==> config.mk <==
export PLATFORM = sky130hd
export DESIGN_NAME = chat_turn_boundary_finder_unit
export DESIGN_NICKNAME = d
export VERILOG_FILES = /design/src/design/ctbf_pkg.sv /design/src/design/ctbf_front.sv /design/src/design/ctbf_back.sv /design/src/design/chat_turn_boundary_finder_unit.sv
export SDC_FILE = /design/constraint.sdc
export NUM_CORES = 2
export LEC_CHECK = 0
export ABC_AREA = 0
export BUFFER_PORTS_ARGS = -buffer_cell sky130_fd_sc_hd__clkbuf_2
export CORE_MARGIN = 2
export CORE_UTILIZATION = 40
export CTS_CLUSTER_DIAMETER = 200
export CTS_CLUSTER_SIZE = 30
export DETAILED_ROUTE_END_ITERATION = 8
export GPL_ROUTABILITY_DRIVEN = 0
export HOLD_SLACK_MARGIN = 0.05
export PLACE_DENSITY = 0.56
export SYNTH_ARGS = -nofsm -noshare
export SYNTH_HDL_FRONTEND = slang
export SYNTH_SLANG_ARGS = --single-unit
export TNS_END_PERCENT = 100
==> constraint.sdc <==
create_clock -name i_clk -period 16.7 [get_ports i_clk]
set_input_delay 3.34 -clock i_clk [delete_from_list [all_inputs] [get_ports i_clk]]
set_output_delay 3.34 -clock i_clk [all_outputs]
set_load 0.02 [all_outputs]
==> src/design/ctbf_pkg.sv <==
// ----------------------------------------------------------------------------
// ctbf_pkg: shared types and constants
// Constants, the queue item type and the scan phase type used by the front
// part, the back part and the top level of the boundary finder.
// ----------------------------------------------------------------------------
`timescale 1ns / 1ps
package ctbf_pkg;

    localparam int MAX_SEQ_LEN = 4;
    localparam int ROLE_SEQS   = 3;
    localparam int PROBE_SKIPS = 5;
    localparam int MAX_PROMPT  = 65536;
    localparam int MAX_RESULTS = 8;

    localparam int NSEQ     = 1 + 2 * ROLE_SEQS;
    localparam int SEQ_ID_W = $clog2(NSEQ);
    localparam int LEN_W    = $clog2(MAX_SEQ_LEN + 1);
    localparam int IDX_W    = $clog2(ROLE_SEQS + 1);
    localparam int OFF_W    = $clog2(PROBE_SKIPS + 1);
    localparam int NRES_W   = $clog2(MAX_RESULTS);
    localparam int WIN_DEPTH = 16;
    localparam int WIN_AW   = 4;
    localparam int Q_DEPTH  = 4;
    localparam int Q_AW     = 2;

    localparam int TOK_W  = 20;
    localparam int POS_W  = 17;
    localparam int CNT_W  = 16;
    localparam int SET_W  = 2;
    localparam int MIDX_W = 2;
    localparam int MPOS_W = 2;
    localparam int MLEN_W = 3;

    localparam logic [SET_W-1:0] SET_SYS  = 2'd0;
    localparam logic [SET_W-1:0] SET_END  = 2'd1;
    localparam logic [SET_W-1:0] SET_ROLE = 2'd2;

    typedef enum logic [1:0] {
        PH_SYS   = 2'd0,
        PH_END   = 2'd1,
        PH_PROBE = 2'd2,
        PH_DONE  = 2'd3
    } t_phase;

    typedef struct packed {
        logic                is_load;
        logic                tok_wr;
        logic [SEQ_ID_W-1:0] seq_id;
        logic [MPOS_W-1:0]   mpos;
        logic [LEN_W-1:0]    mlen;
        logic [TOK_W-1:0]    token;
        logic                final_req;
        logic [POS_W-1:0]    restored_len;
    } t_item;

endpackage

==> src/design/ctbf_front.sv <==
// ----------------------------------------------------------------------------
// ctbf_front: input classification and item queue
// Accepts input items, decodes load targets into a table slot, drops loads
// with a bad target and holds the rest in a short queue for the back part.
// ----------------------------------------------------------------------------
`timescale 1ns / 1ps
module ctbf_front
    import ctbf_pkg::*;
(
    input  logic              i_clk,
    input  logic              i_rst_n,
    input  logic              i_in_valid,
    output logic              o_in_stall,
    input  logic              i_mode,
    input  logic [TOK_W-1:0]  i_token,
    input  logic [SET_W-1:0]  i_marker_set,
    input  logic [MIDX_W-1:0] i_marker_index,
    input  logic [MPOS_W-1:0] i_marker_pos,
    input  logic [MLEN_W-1:0] i_marker_len,
    input  logic              i_final_req,
    input  logic [POS_W-1:0]  i_restored_len,
    output logic              o_q_valid,
    output t_item             o_q_item,
    input  logic              i_q_pop
);

    t_item           r_q [Q_DEPTH];
    logic [Q_AW-1:0] r_wr_ptr;
    logic [Q_AW-1:0] r_rd_ptr;
    logic [Q_AW:0]   r_cnt;
    logic [Q_AW:0]   n_cnt;

    t_item cls_item;
    logic  cls_keep;
    logic  accept;
    logic  push;

    assign o_in_stall = (r_cnt == (Q_AW+1)'(Q_DEPTH));
    assign accept     = i_in_valid && !o_in_stall;
    assign push       = accept && cls_keep;
    assign o_q_valid  = (r_cnt != '0);
    assign o_q_item   = r_q[r_rd_ptr];

    always_comb begin
        cls_item.is_load      = !i_mode;
        cls_item.tok_wr       = (int'(i_marker_pos) < MAX_SEQ_LEN);
        cls_item.seq_id       = '0;
        cls_item.mpos         = i_marker_pos;
        cls_item.mlen         = (int'(i_marker_len) > MAX_SEQ_LEN) ?
                                LEN_W'(MAX_SEQ_LEN) : LEN_W'(i_marker_len);
        cls_item.token        = i_token;
        cls_item.final_req    = i_final_req;
        cls_item.restored_len = i_restored_len;
        cls_keep              = 1'b1;
        if (!i_mode) begin
            case (i_marker_set)
                SET_SYS: begin
                    cls_keep = (i_marker_index == '0);
                end
                SET_END: begin
                    cls_keep        = (int'(i_marker_index) < ROLE_SEQS);
                    cls_item.seq_id = SEQ_ID_W'(1 + int'(i_marker_index));
                end
                SET_ROLE: begin
                    cls_keep        = (int'(i_marker_index) < ROLE_SEQS);
                    cls_item.seq_id = SEQ_ID_W'(1 + ROLE_SEQS + int'(i_marker_index));
                end
                default: begin
                    cls_keep = 1'b0;
                end
            endcase
        end
    end

    always_comb begin
        n_cnt = r_cnt;
        if (push && !i_q_pop) begin
            n_cnt = r_cnt + 1'b1;
        end else if (!push && i_q_pop) begin
            n_cnt = r_cnt - 1'b1;
        end
    end

    always_ff @(posedge i_clk) begin
        if (!i_rst_n) begin
            r_wr_ptr <= '0;
            r_rd_ptr <= '0;
            r_cnt    <= '0;
        end else begin
            r_cnt <= n_cnt;
            if (push) begin
                r_wr_ptr <= r_wr_ptr + 1'b1;
            end
            if (i_q_pop) begin
                r_rd_ptr <= r_rd_ptr + 1'b1;
            end
        end
    end

    always_ff @(posedge i_clk) begin
        if (push) begin
            r_q[r_wr_ptr] <= cls_item;
        end
    end

endmodule

==> src/design/ctbf_back.sv <==
// ----------------------------------------------------------------------------
// ctbf_back: scan engine and result register
// Applies table loads, keeps the token window and settles one scan decision
// per cycle unless a new result meets a full registered output stage.
// ----------------------------------------------------------------------------
`timescale 1ns / 1ps
module ctbf_back
    import ctbf_pkg::*;
(
    input  logic             i_clk,
    input  logic             i_rst_n,
    input  logic             i_q_valid,
    input  t_item            i_q_item,
    output logic             o_q_pop,
    output logic             o_out_valid,
    input  logic             i_out_stall,
    output logic             o_is_summary,
    output logic [POS_W-1:0] o_boundary_pos,
    output logic [CNT_W-1:0] o_boundary_count,
    output logic [POS_W-1:0] o_snapshot_pos,
    output logic             o_system_found,
    output logic             o_run_end
);

    t_phase             r_phase, n_phase, it_phase;
    logic [POS_W-1:0]   r_pos, n_pos;
    logic [POS_W-1:0]   r_cursor, n_cursor, it_cursor;
    logic [CNT_W-1:0]   r_count, n_count, it_count;
    logic [POS_W-1:0]   r_recent0, n_recent0, it_recent0;
    logic [POS_W-1:0]   r_recent1, n_recent1, it_recent1;
    logic [OFF_W-1:0]   r_off, n_off, it_off;
    logic [IDX_W-1:0]   r_idx, n_idx, it_idx;
    logic               r_active, n_active;
    logic               r_sys_chk, n_sys_chk, it_sys_chk;
    logic [NRES_W-1:0]  r_nres, n_nres, it_nres;
    logic               r_final;
    logic [POS_W-1:0]   r_restored;
    logic [LEN_W-1:0]   r_mlen [NSEQ];
    logic [TOK_W-1:0]   r_mtok [NSEQ*MAX_SEQ_LEN];
    logic [TOK_W-1:0]   r_win [WIN_DEPTH];

    logic               r_out_valid, n_out_valid;
    logic               r_o_summ, n_o_summ;
    logic [POS_W-1:0]   r_o_bpos, n_o_bpos;
    logic [CNT_W-1:0]   r_o_cnt, n_o_cnt;
    logic [POS_W-1:0]   r_o_snap, n_o_snap;
    logic               r_o_sys, n_o_sys;

    logic [POS_W:0]     base_full;
    logic [WIN_AW-1:0]  base;
    logic [TOK_W-1:0]   w_rd [MAX_SEQ_LEN];
    logic [NSEQ-1:0]    seq_hit;
    logic [POS_W:0]     cur_x, n_x, p_x;
    logic               it_ret, want_emit;
    logic [POS_W-1:0]   b_val;
    logic               end_hit, undec, stop;
    logic [LEN_W-1:0]   hit_len, role_len;
    logic               role_hit;
    logic               out_free, stall_it, do_iter, do_summ, win_wr;
    logic [POS_W-1:0]   target, snap;

    assign cur_x = {1'b0, r_cursor};
    assign n_x   = {1'b0, r_pos};
    assign p_x   = cur_x + (POS_W+1)'(r_off);

    always_comb begin
        case (r_phase)
            PH_SYS:   base_full = n_x - (POS_W+1)'(r_mlen[0]);
            PH_PROBE: base_full = p_x;
            default:  base_full = cur_x;
        endcase
        base = base_full[WIN_AW-1:0];
        for (int t = 0; t < MAX_SEQ_LEN; t++) begin
            w_rd[t] = r_win[base + WIN_AW'(t)];
        end
        for (int s = 0; s < NSEQ; s++) begin
            seq_hit[s] = 1'b1;
            for (int t = 0; t < MAX_SEQ_LEN; t++) begin
                if ((LEN_W'(t) < r_mlen[s]) && (w_rd[t] != r_mtok[s*MAX_SEQ_LEN+t])) begin
                    seq_hit[s] = 1'b0;
                end
            end
        end
        role_len = '0;
        role_hit = 1'b0;
        for (int i = 0; i < ROLE_SEQS; i++) begin
            if (r_idx == IDX_W'(i)) begin
                role_len = r_mlen[1+ROLE_SEQS+i];
                role_hit = seq_hit[1+ROLE_SEQS+i];
            end
        end
    end

    // One scan decision on the current state.
    always_comb begin
        it_phase   = r_phase;
        it_cursor  = r_cursor;
        it_count   = r_count;
        it_recent0 = r_recent0;
        it_recent1 = r_recent1;
        it_off     = r_off;
        it_idx     = r_idx;
        it_sys_chk = r_sys_chk;
        it_nres    = r_nres;
        it_ret     = 1'b0;
        want_emit  = 1'b0;
        b_val      = '0;
        end_hit    = 1'b0;
        undec      = 1'b0;
        stop       = 1'b0;
        hit_len    = '0;
        case (r_phase)
            PH_SYS: begin
                it_sys_chk = 1'b0;
                if (r_sys_chk && (r_mlen[0] != '0) && (r_pos >= POS_W'(r_mlen[0]))
                        && seq_hit[0]) begin
                    it_cursor = r_pos;
                    it_phase  = PH_END;
                end else begin
                    it_ret = 1'b1;
                end
            end
            PH_END: begin
                if (r_cursor >= r_pos) begin
                    it_ret = 1'b1;
                    if (r_final) begin
                        it_phase = PH_DONE;
                    end
                end else begin
                    for (int i = 0; i < ROLE_SEQS; i++) begin
                        if (!stop && (r_mlen[1+i] != '0)) begin
                            if (cur_x + (POS_W+1)'(r_mlen[1+i]) > n_x) begin
                                if (!r_final) begin
                                    undec = 1'b1;
                                    stop  = 1'b1;
                                end
                            end else if (seq_hit[1+i]) begin
                                end_hit = 1'b1;
                                hit_len = r_mlen[1+i];
                                stop    = 1'b1;
                            end
                        end
                    end
                    if (end_hit) begin
                        it_cursor = r_cursor + POS_W'(hit_len);
                        it_off    = '0;
                        it_idx    = '0;
                        it_phase  = PH_PROBE;
                    end else if (undec) begin
                        it_ret = 1'b1;
                    end else begin
                        it_cursor = r_cursor + 1'b1;
                    end
                end
            end
            PH_PROBE: begin
                if (r_off >= OFF_W'(PROBE_SKIPS)) begin
                    it_phase = PH_DONE;
                    it_ret   = 1'b1;
                end else if ((role_len != '0) && (p_x + (POS_W+1)'(role_len) > n_x)
                        && !r_final) begin
                    it_ret = 1'b1;
                end else if ((role_len != '0) && (p_x + (POS_W+1)'(role_len) <= n_x)
                        && role_hit) begin
                    b_val      = p_x[POS_W-1:0] + POS_W'(role_len);
                    it_count   = (r_count != '1) ? r_count + 1'b1 : r_count;
                    it_recent1 = r_recent0;
                    it_recent0 = b_val;
                    it_cursor  = b_val;
                    it_phase   = PH_END;
                    if (r_nres < NRES_W'(MAX_RESULTS - 1)) begin
                        want_emit = 1'b1;
                        it_nres   = r_nres + 1'b1;
                    end
                end else if (r_idx == IDX_W'(ROLE_SEQS - 1)) begin
                    it_idx = '0;
                    it_off = r_off + 1'b1;
                end else begin
                    it_idx = r_idx + 1'b1;
                end
            end
            default: begin
                it_ret = 1'b1;
            end
        endcase
    end

    assign out_free = !r_out_valid || !i_out_stall;
    assign stall_it = (want_emit || (it_ret && r_final)) && !out_free;
    assign do_iter  = r_active && !stall_it;
    assign do_summ  = do_iter && it_ret && r_final;
    assign o_q_pop  = i_q_valid && (!r_active || (do_iter && it_ret && !r_final));
    assign win_wr   = o_q_pop && !i_q_item.is_load && (int'(r_pos) < MAX_PROMPT);

    always_comb begin
        n_phase   = r_phase;
        n_pos     = r_pos;
        n_cursor  = r_cursor;
        n_count   = r_count;
        n_recent0 = r_recent0;
        n_recent1 = r_recent1;
        n_off     = r_off;
        n_idx     = r_idx;
        n_active  = r_active;
        n_sys_chk = r_sys_chk;
        n_nres    = r_nres;
        if (do_iter) begin
            n_phase   = it_phase;
            n_cursor  = it_cursor;
            n_count   = it_count;
            n_recent0 = it_recent0;
            n_recent1 = it_recent1;
            n_off     = it_off;
            n_idx     = it_idx;
            n_sys_chk = it_sys_chk;
            n_nres    = it_nres;
            if (it_ret) begin
                n_active = 1'b0;
            end
        end
        if (do_summ) begin
            n_phase   = PH_SYS;
            n_pos     = '0;
            n_cursor  = '0;
            n_count   = '0;
            n_recent0 = '0;
            n_recent1 = '0;
            n_off     = '0;
            n_idx     = '0;
            n_sys_chk = 1'b0;
        end
        if (o_q_pop && !i_q_item.is_load) begin
            n_active = 1'b1;
            n_nres   = '0;
            if (win_wr) begin
                n_pos     = r_pos + 1'b1;
                n_sys_chk = 1'b1;
            end
        end
    end

    always_comb begin
        target = '0;
        if (r_count >= CNT_W'(2)) begin
            target = r_recent1;
        end else if (r_count == CNT_W'(1)) begin
            target = r_recent0;
        end
        snap = ((r_count != '0) && (target > r_restored)) ? target : '0;
    end

    always_comb begin
        n_out_valid = r_out_valid && i_out_stall;
        n_o_summ    = r_o_summ;
        n_o_bpos    = r_o_bpos;
        n_o_cnt     = r_o_cnt;
        n_o_snap    = r_o_snap;
        n_o_sys     = r_o_sys;
        if (do_iter && want_emit) begin
            n_out_valid = 1'b1;
            n_o_summ    = 1'b0;
            n_o_bpos    = b_val;
            n_o_cnt     = it_count;
            n_o_snap    = '0;
            n_o_sys     = 1'b1;
        end else if (do_summ) begin
            n_out_valid = 1'b1;
            n_o_summ    = 1'b1;
            n_o_bpos    = '0;
            n_o_cnt     = r_count;
            n_o_snap    = snap;
            n_o_sys     = (it_phase != PH_SYS);
        end
    end

    always_ff @(posedge i_clk) begin
        if (!i_rst_n) begin
            r_phase     <= PH_SYS;
            r_pos       <= '0;
            r_cursor    <= '0;
            r_count     <= '0;
            r_recent0   <= '0;
            r_recent1   <= '0;
            r_off       <= '0;
            r_idx       <= '0;
            r_active    <= 1'b0;
            r_sys_chk   <= 1'b0;
            r_nres      <= '0;
            r_out_valid <= 1'b0;
            for (int s = 0; s < NSEQ; s++) begin
                r_mlen[s] <= '0;
            end
        end else begin
            r_phase     <= n_phase;
            r_pos       <= n_pos;
            r_cursor    <= n_cursor;
            r_count     <= n_count;
            r_recent0   <= n_recent0;
            r_recent1   <= n_recent1;
            r_off       <= n_off;
            r_idx       <= n_idx;
            r_active    <= n_active;
            r_sys_chk   <= n_sys_chk;
            r_nres      <= n_nres;
            r_out_valid <= n_out_valid;
            if (o_q_pop && i_q_item.is_load) begin
                r_mlen[i_q_item.seq_id] <= i_q_item.mlen;
            end
        end
    end

    always_ff @(posedge i_clk) begin
        r_o_summ <= n_o_summ;
        r_o_bpos <= n_o_bpos;
        r_o_cnt  <= n_o_cnt;
        r_o_snap <= n_o_snap;
        r_o_sys  <= n_o_sys;
        if (o_q_pop && !i_q_item.is_load) begin
            r_final    <= i_q_item.final_req;
            r_restored <= i_q_item.restored_len;
        end
        if (win_wr) begin
            r_win[r_pos[WIN_AW-1:0]] <= i_q_item.token;
        end
        for (int s = 0; s < NSEQ; s++) begin
            for (int t = 0; t < MAX_SEQ_LEN; t++) begin
                if (o_q_pop && i_q_item.is_load && i_q_item.tok_wr
                        && (i_q_item.seq_id == SEQ_ID_W'(s)) && (int'(i_q_item.mpos) == t)) begin
                    r_mtok[s*MAX_SEQ_LEN+t] <= i_q_item.token;
                end
            end
        end
    end

    assign o_out_valid      = r_out_valid;
    assign o_is_summary     = r_o_summ;
    assign o_boundary_pos   = r_o_bpos;
    assign o_boundary_count = r_o_cnt;
    assign o_snapshot_pos   = r_o_snap;
    assign o_system_found   = r_o_sys;
    assign o_run_end        = r_o_summ;

endmodule

==> src/design/chat_turn_boundary_finder_unit.sv <==
// ----------------------------------------------------------------------------
// chat_turn_boundary_finder_unit: chat turn boundary finder
// Loads a marker table and scans prompt tokens for turn boundaries.
// ----------------------------------------------------------------------------
// Usage: the input channel takes one item per cycle, while the queue is not
// full, into a four-entry queue. A load item (mode 0) writes one marker table
// token and the length of its sequence; it gives no result. A prompt token
// (mode 1) is written into the token window, and the scan engine then settles
// one decision per cycle (one end-sequence test at the cursor or one role
// probe). A token that settles nothing is done with its first decision, so a
// steady stream runs at one item per cycle; each further settled decision
// delays the next item. Each boundary found gives a boundary result, up to
// seven per prompt token; the final token gives a summary with run_end set.
// A result is registered in the output register and waits there while the
// receiver stalls; the engine stops only when it has a new result for a full
// register, and the queue keeps taking items until it fills. Reset clears the
// scan state and all marker lengths at once; no clearing pass is needed.
// ----------------------------------------------------------------------------
`timescale 1ns / 1ps
module chat_turn_boundary_finder_unit
    import ctbf_pkg::*;
(
    input  logic              i_clk,
    input  logic              i_rst_n,
    input  logic              i_in_valid,
    output logic              o_in_stall,
    input  logic              i_mode,
    input  logic [TOK_W-1:0]  i_token,
    input  logic [SET_W-1:0]  i_marker_set,
    input  logic [MIDX_W-1:0] i_marker_index,
    input  logic [MPOS_W-1:0] i_marker_pos,
    input  logic [MLEN_W-1:0] i_marker_len,
    input  logic              i_final_req,
    input  logic [POS_W-1:0]  i_restored_len,
    output logic              o_out_valid,
    input  logic              i_out_stall,
    output logic              o_is_summary,
    output logic [POS_W-1:0]  o_boundary_pos,
    output logic [CNT_W-1:0]  o_boundary_count,
    output logic [POS_W-1:0]  o_snapshot_pos,
    output logic              o_system_found,
    output logic              o_run_end
);

    logic  q_valid;
    logic  q_pop;
    t_item q_item;

    ctbf_front u_front (
        .i_clk          (i_clk),
        .i_rst_n        (i_rst_n),
        .i_in_valid     (i_in_valid),
        .o_in_stall     (o_in_stall),
        .i_mode         (i_mode),
        .i_token        (i_token),
        .i_marker_set   (i_marker_set),
        .i_marker_index (i_marker_index),
        .i_marker_pos   (i_marker_pos),
        .i_marker_len   (i_marker_len),
        .i_final_req    (i_final_req),
        .i_restored_len (i_restored_len),
        .o_q_valid      (q_valid),
        .o_q_item       (q_item),
        .i_q_pop        (q_pop)
    );

    ctbf_back u_back (
        .i_clk            (i_clk),
        .i_rst_n          (i_rst_n),
        .i_q_valid        (q_valid),
        .i_q_item         (q_item),
        .o_q_pop          (q_pop),
        .o_out_valid      (o_out_valid),
        .i_out_stall      (i_out_stall),
        .o_is_summary     (o_is_summary),
        .o_boundary_pos   (o_boundary_pos),
        .o_boundary_count (o_boundary_count),
        .o_snapshot_pos   (o_snapshot_pos),
        .o_system_found   (o_system_found),
        .o_run_end        (o_run_end)
    );

`ifndef SYNTHESIS
    a_pop_needs_item: assert property (@(posedge i_clk) disable iff (!i_rst_n)
        q_pop |-> q_valid)
        else $error("Queue popped while empty.");

    a_boundary_fields: assert property (@(posedge i_clk) disable iff (!i_rst_n)
        (o_out_valid && !o_is_summary) |->
            (o_system_found && (o_boundary_pos != '0) && (o_boundary_count != '0)))
        else $error("Boundary item without system prefix or position.");

    a_result_held: assert property (@(posedge i_clk) disable iff (!i_rst_n)
        (o_out_valid && i_out_stall) |=> (o_out_valid && $stable(o_boundary_pos)
            && $stable(o_is_summary)))
        else $error("Stalled result item changed.");
`endif

endmodule

# Word level (Yosys, flattened, before mapping)
# Memories as Yosys holds them, arrays and structs flattened. A register that Yosys moved wholly into a read port is not among the register bits.
# Cells that the tools add are included.
[op_classes]
bitwise_logic = 3
magnitude_cmp = 42
reduce_logical = 163
n_mux = 306
n_addsub = 23
eq_ne = 55
[op_table]
columns = ["operator", "n"]
rows = [
  ["20-bit inequality test", 28],
  ["20-bit two-way mux", 27],
  ["20-bit OR reduction", 27],
  ["17-bit two-way mux", 19],
  ["1-bit two-way mux", 177],
  ["5-bit two-way mux", 27],
  ["16-bit two-way mux", 7],
  ["1-bit logical AND", 89],
  ["3-bit two-way mux", 26],
  ["17-bit by 3-bit adder with 18-bit output", 4],
  ["18-bit by 17-bit > comparator with 1-bit output", 4],
  ["17-bit one-hot mux with 3 select lines", 1],
  ["1-bit by 3-bit less-than comparator with 1-bit output, first input constant", 14],
  ["2-bit by 3-bit less-than comparator with 1-bit output, first input constant", 14],
  ["17-bit by 1-bit adder with 17-bit output, second input constant", 2],
  ["17-bit by 3-bit adder with 17-bit output", 2],
  ["2-bit two-way mux", 15],
  ["3-bit nonzero test", 7],
  ["18-bit by 3-bit adder with 18-bit output", 1],
  ["18-bit by 17-bit <= comparator with 1-bit output", 1],
  ["17-bit >= comparator", 1],
  ["17-bit by 3-bit >= comparator with 1-bit output", 1],
  ["17-bit > comparator", 1],
  ["17-bit less-than comparator, second input constant", 1],
  ["45 further kinds", 96],
]
[totals]
in_bits = 52
output_inout_bits = 55
mem_count = 4
elab_cells = 618
ramBits = 1089
regBits = 174
[mem_list]
columns = ["name", "words", "word_bits", "read_ports", "rd_ports_with_merged_regs", "wr", "line_no", "text"]
rows = [
  ["u_back.r_mtok", 28, 20, 28, 0, 1, "ctbf_back.sv:39", "logic [TOK_W-1:0] r_mtok [NSEQ*MAX_SEQ_LEN];"],
  ["u_back.r_win", 16, 20, 4, 0, 1, "ctbf_back.sv:40", "logic [TOK_W-1:0] r_win [WIN_DEPTH];"],
  ["u_front.r_q", 4, 47, 1, 1, 1, "ctbf_front.sv:27", "t_item r_q [Q_DEPTH];"],
  ["u_back.r_mlen", 7, 3, 7, 0, 7, "ctbf_back.sv:38", "logic [LEN_W-1:0] r_mlen [NSEQ];"],
]

# Logic depth before layout (Yosys ltp)
# An unclocked memory read counts as a cell.
[logic_depth]
ltp_word = 72
depth_mapped = 41
ltp_nobuf = 34

# Cells and area by module
# A second synthesis with hierarchy kept.
[unflattened]
hier_cells = 4835
area_unflattened_um2 = 64690.8
[modules_own_cells]
columns = ["module", "seq_area_each_um2", "n_inst", "area_per_inst_um2", "cells_each"]
rows = [
  ["ctbf_back", 30879.6, 1, 57239.9, 4517],
  ["ctbf_front", 5825.6, 1, 7450.9, 318],
]

# Least setup slack after synthesis
# No wires, ideal clock.
[synth_path]
path_kind = "register -> register"
startpoint = "register u_back.r_pos[0]"
endpoint = "memory u_back.r_mtok[24][0] (netlist: u_back.r_mtok[3][0]), enable pin"
t_arrival_ps = 9000
n_path_buf = 10
slack_ps = 7273
t_required_ps = 16273
setup_ps = 427
period_less_slack_ps = 9427
path_stages_with_launch = 31
cell_sequence = "dfxtp_1 -> inv_1 -> ha_1 -> inv_1 -> fa_1 -> a22o_1 -> a21o_1 -> buf_2 -> buf_2 -> buf_2 -> buf_2 -> buf_1 -> ha_1 -> clkbuf_1 -> clkbuf_1 -> clkbuf_1 -> buf_1 -> mux4_2 -> nand3_1 -> nand3_1 -> and3_1 -> o2111ai_1 -> nor3_1 -> a311oi_1 -> a211oi_1 -> nor4_1 -> o21ai_1 -> o41ai_2 -> and3_1 -> clkbuf_1 -> nor3b_1"
[synth_via]
elab_chain_cells = 71
elab_cells_between_ends = 335
classes_between = "add/sub: 4; order compare: 7; eq/ne: 28; mux: 184; reduce/logical: 111; memory: 1"
[synth_lines]
columns = ["item", "line_no", "text"]
rows = [
  ["start: declaration", "ctbf_back.sv:26", "logic [POS_W-1:0] r_pos, n_pos;"],
  ["start signal: assignment", "ctbf_back.sv:295", "r_pos <= n_pos;"],
  ["4-bit by 3-bit subtractor with 4-bit output", "ctbf_back.sv:68", "PH_SYS: base_full = n_x - (POS_W+1)'(r_mlen[0]);"],
  ["4-bit one-hot mux with 2 select lines", "ctbf_back.sv:67", "case (r_phase)"],
  ["4-bit by 1-bit adder with 4-bit output / memory 16 x 20 bit (equally long branches)", "-", ""],
  ["memory 16 x 20 bit / 20-bit inequality test (equally long branches)", "-", ""],
  ["20-bit inequality test / 1-bit logical AND (equally long branches)", "ctbf_back.sv:79", "if ((LEN_W'(t) < r_mlen[s]) && (w_rd[t] != r_mtok[s*MAX_SEQ_LEN+t])) begin"],
  ["1-bit logical AND / 1-bit two-way mux (equally long branches)", "ctbf_back.sv:79", ""],
  ["1-bit two-way mux (3 in a row)", "ctbf_back.sv:79", ""],
  ["1-bit two-way mux", "ctbf_back.sv:137", "end else if (seq_hit[1+i]) begin"],
  ["(+25 left out)", "-", ""],
  ["1-bit logical OR *", "ctbf_back.sv:192", "assign o_q_pop = i_q_valid && (!r_active || (do_iter && it_ret && !r_final));"],
  ["1-bit logical AND *", "ctbf_back.sv:192", ""],
  ["1-bit logical AND * (2 in a row)", "ctbf_back.sv:327", "if (o_q_pop && i_q_item.is_load && i_q_item.tok_wr"],
  ["1-bit logical AND (2 in a row)", "ctbf_back.sv:328", "&& (i_q_item.seq_id == SEQ_ID_W'(s)) && (int'(i_q_item.mpos) == t)) begin"],
  ["1-bit two-way mux", "ctbf_back.sv:327", ""],
  ["1-bit two-way mux (implied by the code)", "ctbf_back.sv:329", "r_mtok[s*MAX_SEQ_LEN+t] <= i_q_item.token;"],
  ["20-bit OR reduction (no source line)", "-", ""],
  ["5-bit two-way mux (no source line) / 1-bit two-way mux (equally long branches) (27 in a row)", "-", ""],
  ["end: declaration", "ctbf_back.sv:39", ""],
]
# Mark *: on every way between the ends. The rest lies on a longest branch, timed or not. The select of a mux whose other input is x is not followed.

# Final worst setup path
[layout_path]
startpoint = "register u_back.r_pos[0]"
endpoint = "memory u_back.r_mtok[25][4] (netlist: u_back.r_mtok[3][24]), enable pin"
# Same word-level chain as after synthesis.

==> run_results.csv <==
group,metric,value,unit
clocking,post-cts-setup-buffers,0,
sta,fin_worst_skew,0.05525,ns
placement,dp_hpwl,158.0,mm
floorplanning,num_rows,150,
run_status,status,"complete, but fails checks",
sta,layout_min_cycle_time,10.95,ns
route,vias_per_cell,6.222,
route,drtPass1Iterations,8,
yosys,synth.top_cells.by_count,"edfxtp_1, mux2i_1, nand2_1",
sta,fmax,91.29,MHz
final_layout,register_area,0.03671,mm^2
floorplanning,die_x,414.9,um
clocking,ctsHoldBuffers,0,
min_path,hold_class,"reg2reg",
clocking,numCtsBuffers,48,
final_layout,drive_gt1_frac,0.1350,
setup_path,cp_data_required_time,16.99,ns
global_routing,grt_pass1_vias,43490,
route,wl_per_cell,30.90,um
route,drt-initial-drc-count,6805,
clocking,clock_sinks,1265,
setup_path,critPathMaxFanout,117,
setup_path,end_kind,"register",
placement,dp_slack,5.994,ns
global_routing,grt_overflow_total,0,
clocking,cts_root_buffer,"clkbuf_16",
clocking,insertion_delay,0.74,ns
clocking,h-tree-depth,2,
placement,io_buffers,106,
floorplanning,core-area,0.1674,mm^2
yosys,synth_area_leaders,"edfxtp_1, mux4_2, mux2i_1",
yosys,synth-seq-cells,1265,
yosys,ys_seq_area_frac,0.5435,
route,ant_nets,0,
yosys,syn_area,0.06753,mm^2
final_layout,layout.nets,5397,
run,cap_violations,0,
yosys,yosysWarnings,0,
sta,drv_slew,5,
clocking,cts_tree,"done",
global_routing,antenna_found_initial,16,
setup_path,critPathKind,"reg2reg",
yosys,synth.distinct_cells,114,
final_layout,fill_cells,15260,
clocking,clock_path_buffers,3,
route,routed_wl,229.3,mm
sta,rsz0062_at_grt,"false",
floorplanning,die_area,0.1721,mm^2
sta,relSlewSlack,-0.02116,
setup_path,cp_data_arrival_time,11.24,ns
sta,fin_ws,5.746,ns
clocking,cts_resized,0,
yosys,yosysTopAreaCell,"edfxtp_1",
global_routing,track_usage,0.2588,
setup_path,worstSetupStartpointType,"register",
yosys,async_flop_share,0,
sta,fin_crit_sh,0.6559,
floorplanning,num_io_pins,107,
yosys,synth_nets,5394,
yosys,synthCells,5180,
sta,tightest_slew,1.532,ns
sta,hold_violations,0,
route,drc,0,
yosys,synth_area_per_cell,13.04,um^2
final_layout,syn2layout_area_growth,6.846,%
yosys,yosysMostFrequentCell,"edfxtp_1",
floorplanning,dieHeight,414.9,um
yosys,synth.top_cell.area_share,0.5056,
yosys,synthFlopType,"edfxtp_1",
setup_path,reg2reg_slack,5.75,ns
clocking,clk_pin_slew,0.15,ns
sta,setup_violations,0,
floorplanning,start_util,0.4034,
global_routing,grt_start_max_net_pins,118,
sta,setup_tns,0,ns
yosys,synth_edf_count,1137,
run_status,violations,"slew limit",
route,vias,46160,
final_layout,multi_input_area,0.02921,mm^2
global_routing,grt_pass1_wl,324.9,mm
## layout make-up
type,count,area share
tap,2204,0.03822
antenna,1,0.00003468
clock buffer,76,0.01810
clock inverter,5,0.001439
sequential,1265,0.5088
timing repair buffer,241,0.02168
inverter,128,0.006901
multi-input combinational,3499,0.4049
## layer usage
metal / share of wire / GRT usage
met2: 0.44 / 0.3952
met1: 0.42 / 0.3667
met4: 0.033 / 0.07528
met3: 0.11 / 0.06092
met5: 0.00013 / 0
## critical path, stage by stage (launching register included)
cell	delay [ns]
dfxtp_1	0.62
inv_1	0.23
ha_1	0.27
inv_1	0.08
fa_1	0.39
a22o_1	0.22
a21o_4	0.31
buf_12	0.36
inv_6	0.64
buf_4	0.60
ha_1	0.27
a21o_1	0.13
nand4_1	0.41
nand2_1	0.92
mux4_2	0.78
xnor2_1	0.21
nand4_1	0.10
nor4_1	0.60
nand4_1	0.18
a222oi_1	0.69
nor2_2	0.24
nor4_1	0.64
o41ai_4	0.14
buf_4	0.23
and3_1	0.30
and2_1	0.66
## through the flow
step | std cells | utilization | instance area, um^2 | hold slack [ns]
2_1_floorplan | 5180 | - | 67530 | 0.4484
3_3_place_gp | 7335 | 0.4224 | 70720 | 0.4561
3_5_place_dp | 7337 | 0.4226 | 70740 | 0.4683
4_1_cts | 7418 | 0.4310 | 72150 | 0.4831
5_1_grt | 7418 | 0.4310 | 72150 | 0.5096
6_report | 7419 | 0.4310 | 72160 | 0.4829
## cell families (layout without fill, tap and decap cells)
| family | count (synthesis) | in the layout | synth area share |
|---|---|---|---|
| AO/OA/AOI/OAI | 732 | 732 | 0.07594 |
| XOR/XNOR | 546 | 546 | 0.07081 |
| adder cells (fa/ha/maj) | 162 | 162 | 0.03090 |
| buffers and inverters | 416 | 450 | 0.02868 |
| flip-flops | 1265 | 1265 | 0.5435 |
| multiplexers | 605 | 605 | 0.1360 |
| other | 0 | 1 | 0 |
| AND/OR/NAND/NOR | 1454 | 1454 | 0.1141 |
## cell usage in the layout (no fill, tap or decap), types with 107 or more instances in the layout
master    Yosys  layout
and3_1      108     107
a21oi_1     166     166
nor2_1      221     208
nand2_1     327     327
inv_1       125     124
mux4_2      247     246
xor2_1      246     244
mux2i_1     327     327
dfxtp_1     128     126
nand4_1     111     111
ha_1        154     151
nand3_1     161     161
buf_4        13     132
edfxtp_1   1137    1137
o21ai_0     148     147
xnor2_1     300     298
## final timing paths
path / start / depth (start not counted) / end
hold / removal: u_back.o_snapshot_pos[11]$_SDFFE_PP0P_ / 2 / u_back.o_snapshot_pos[11]$_SDFFE_PP0P_
hold reg to reg: u_back.o_snapshot_pos[11]$_SDFFE_PP0P_ / 2 / u_back.o_snapshot_pos[11]$_SDFFE_PP0P_
setup / recovery: u_back.r_pos[0]$_SDFF_PN0_ / 25 / u_back.r_mtok[3][24]$_DFFE_PP_
setup reg to reg: u_back.r_pos[0]$_SDFF_PN0_ / 25 / u_back.r_mtok[3][24]$_DFFE_PP_
## registers in the layout, summed over array words and instances, names as in the netlist, 21 cells and up, named ones only
name and count:
u_back.r_mtok 560, u_back.r_mlen 21, u_front.r_q 188, u_back.r_win 320
Power is not shown: default switching activity piles up to over one toggle a cycle in this logic, so the estimate is an artifact.
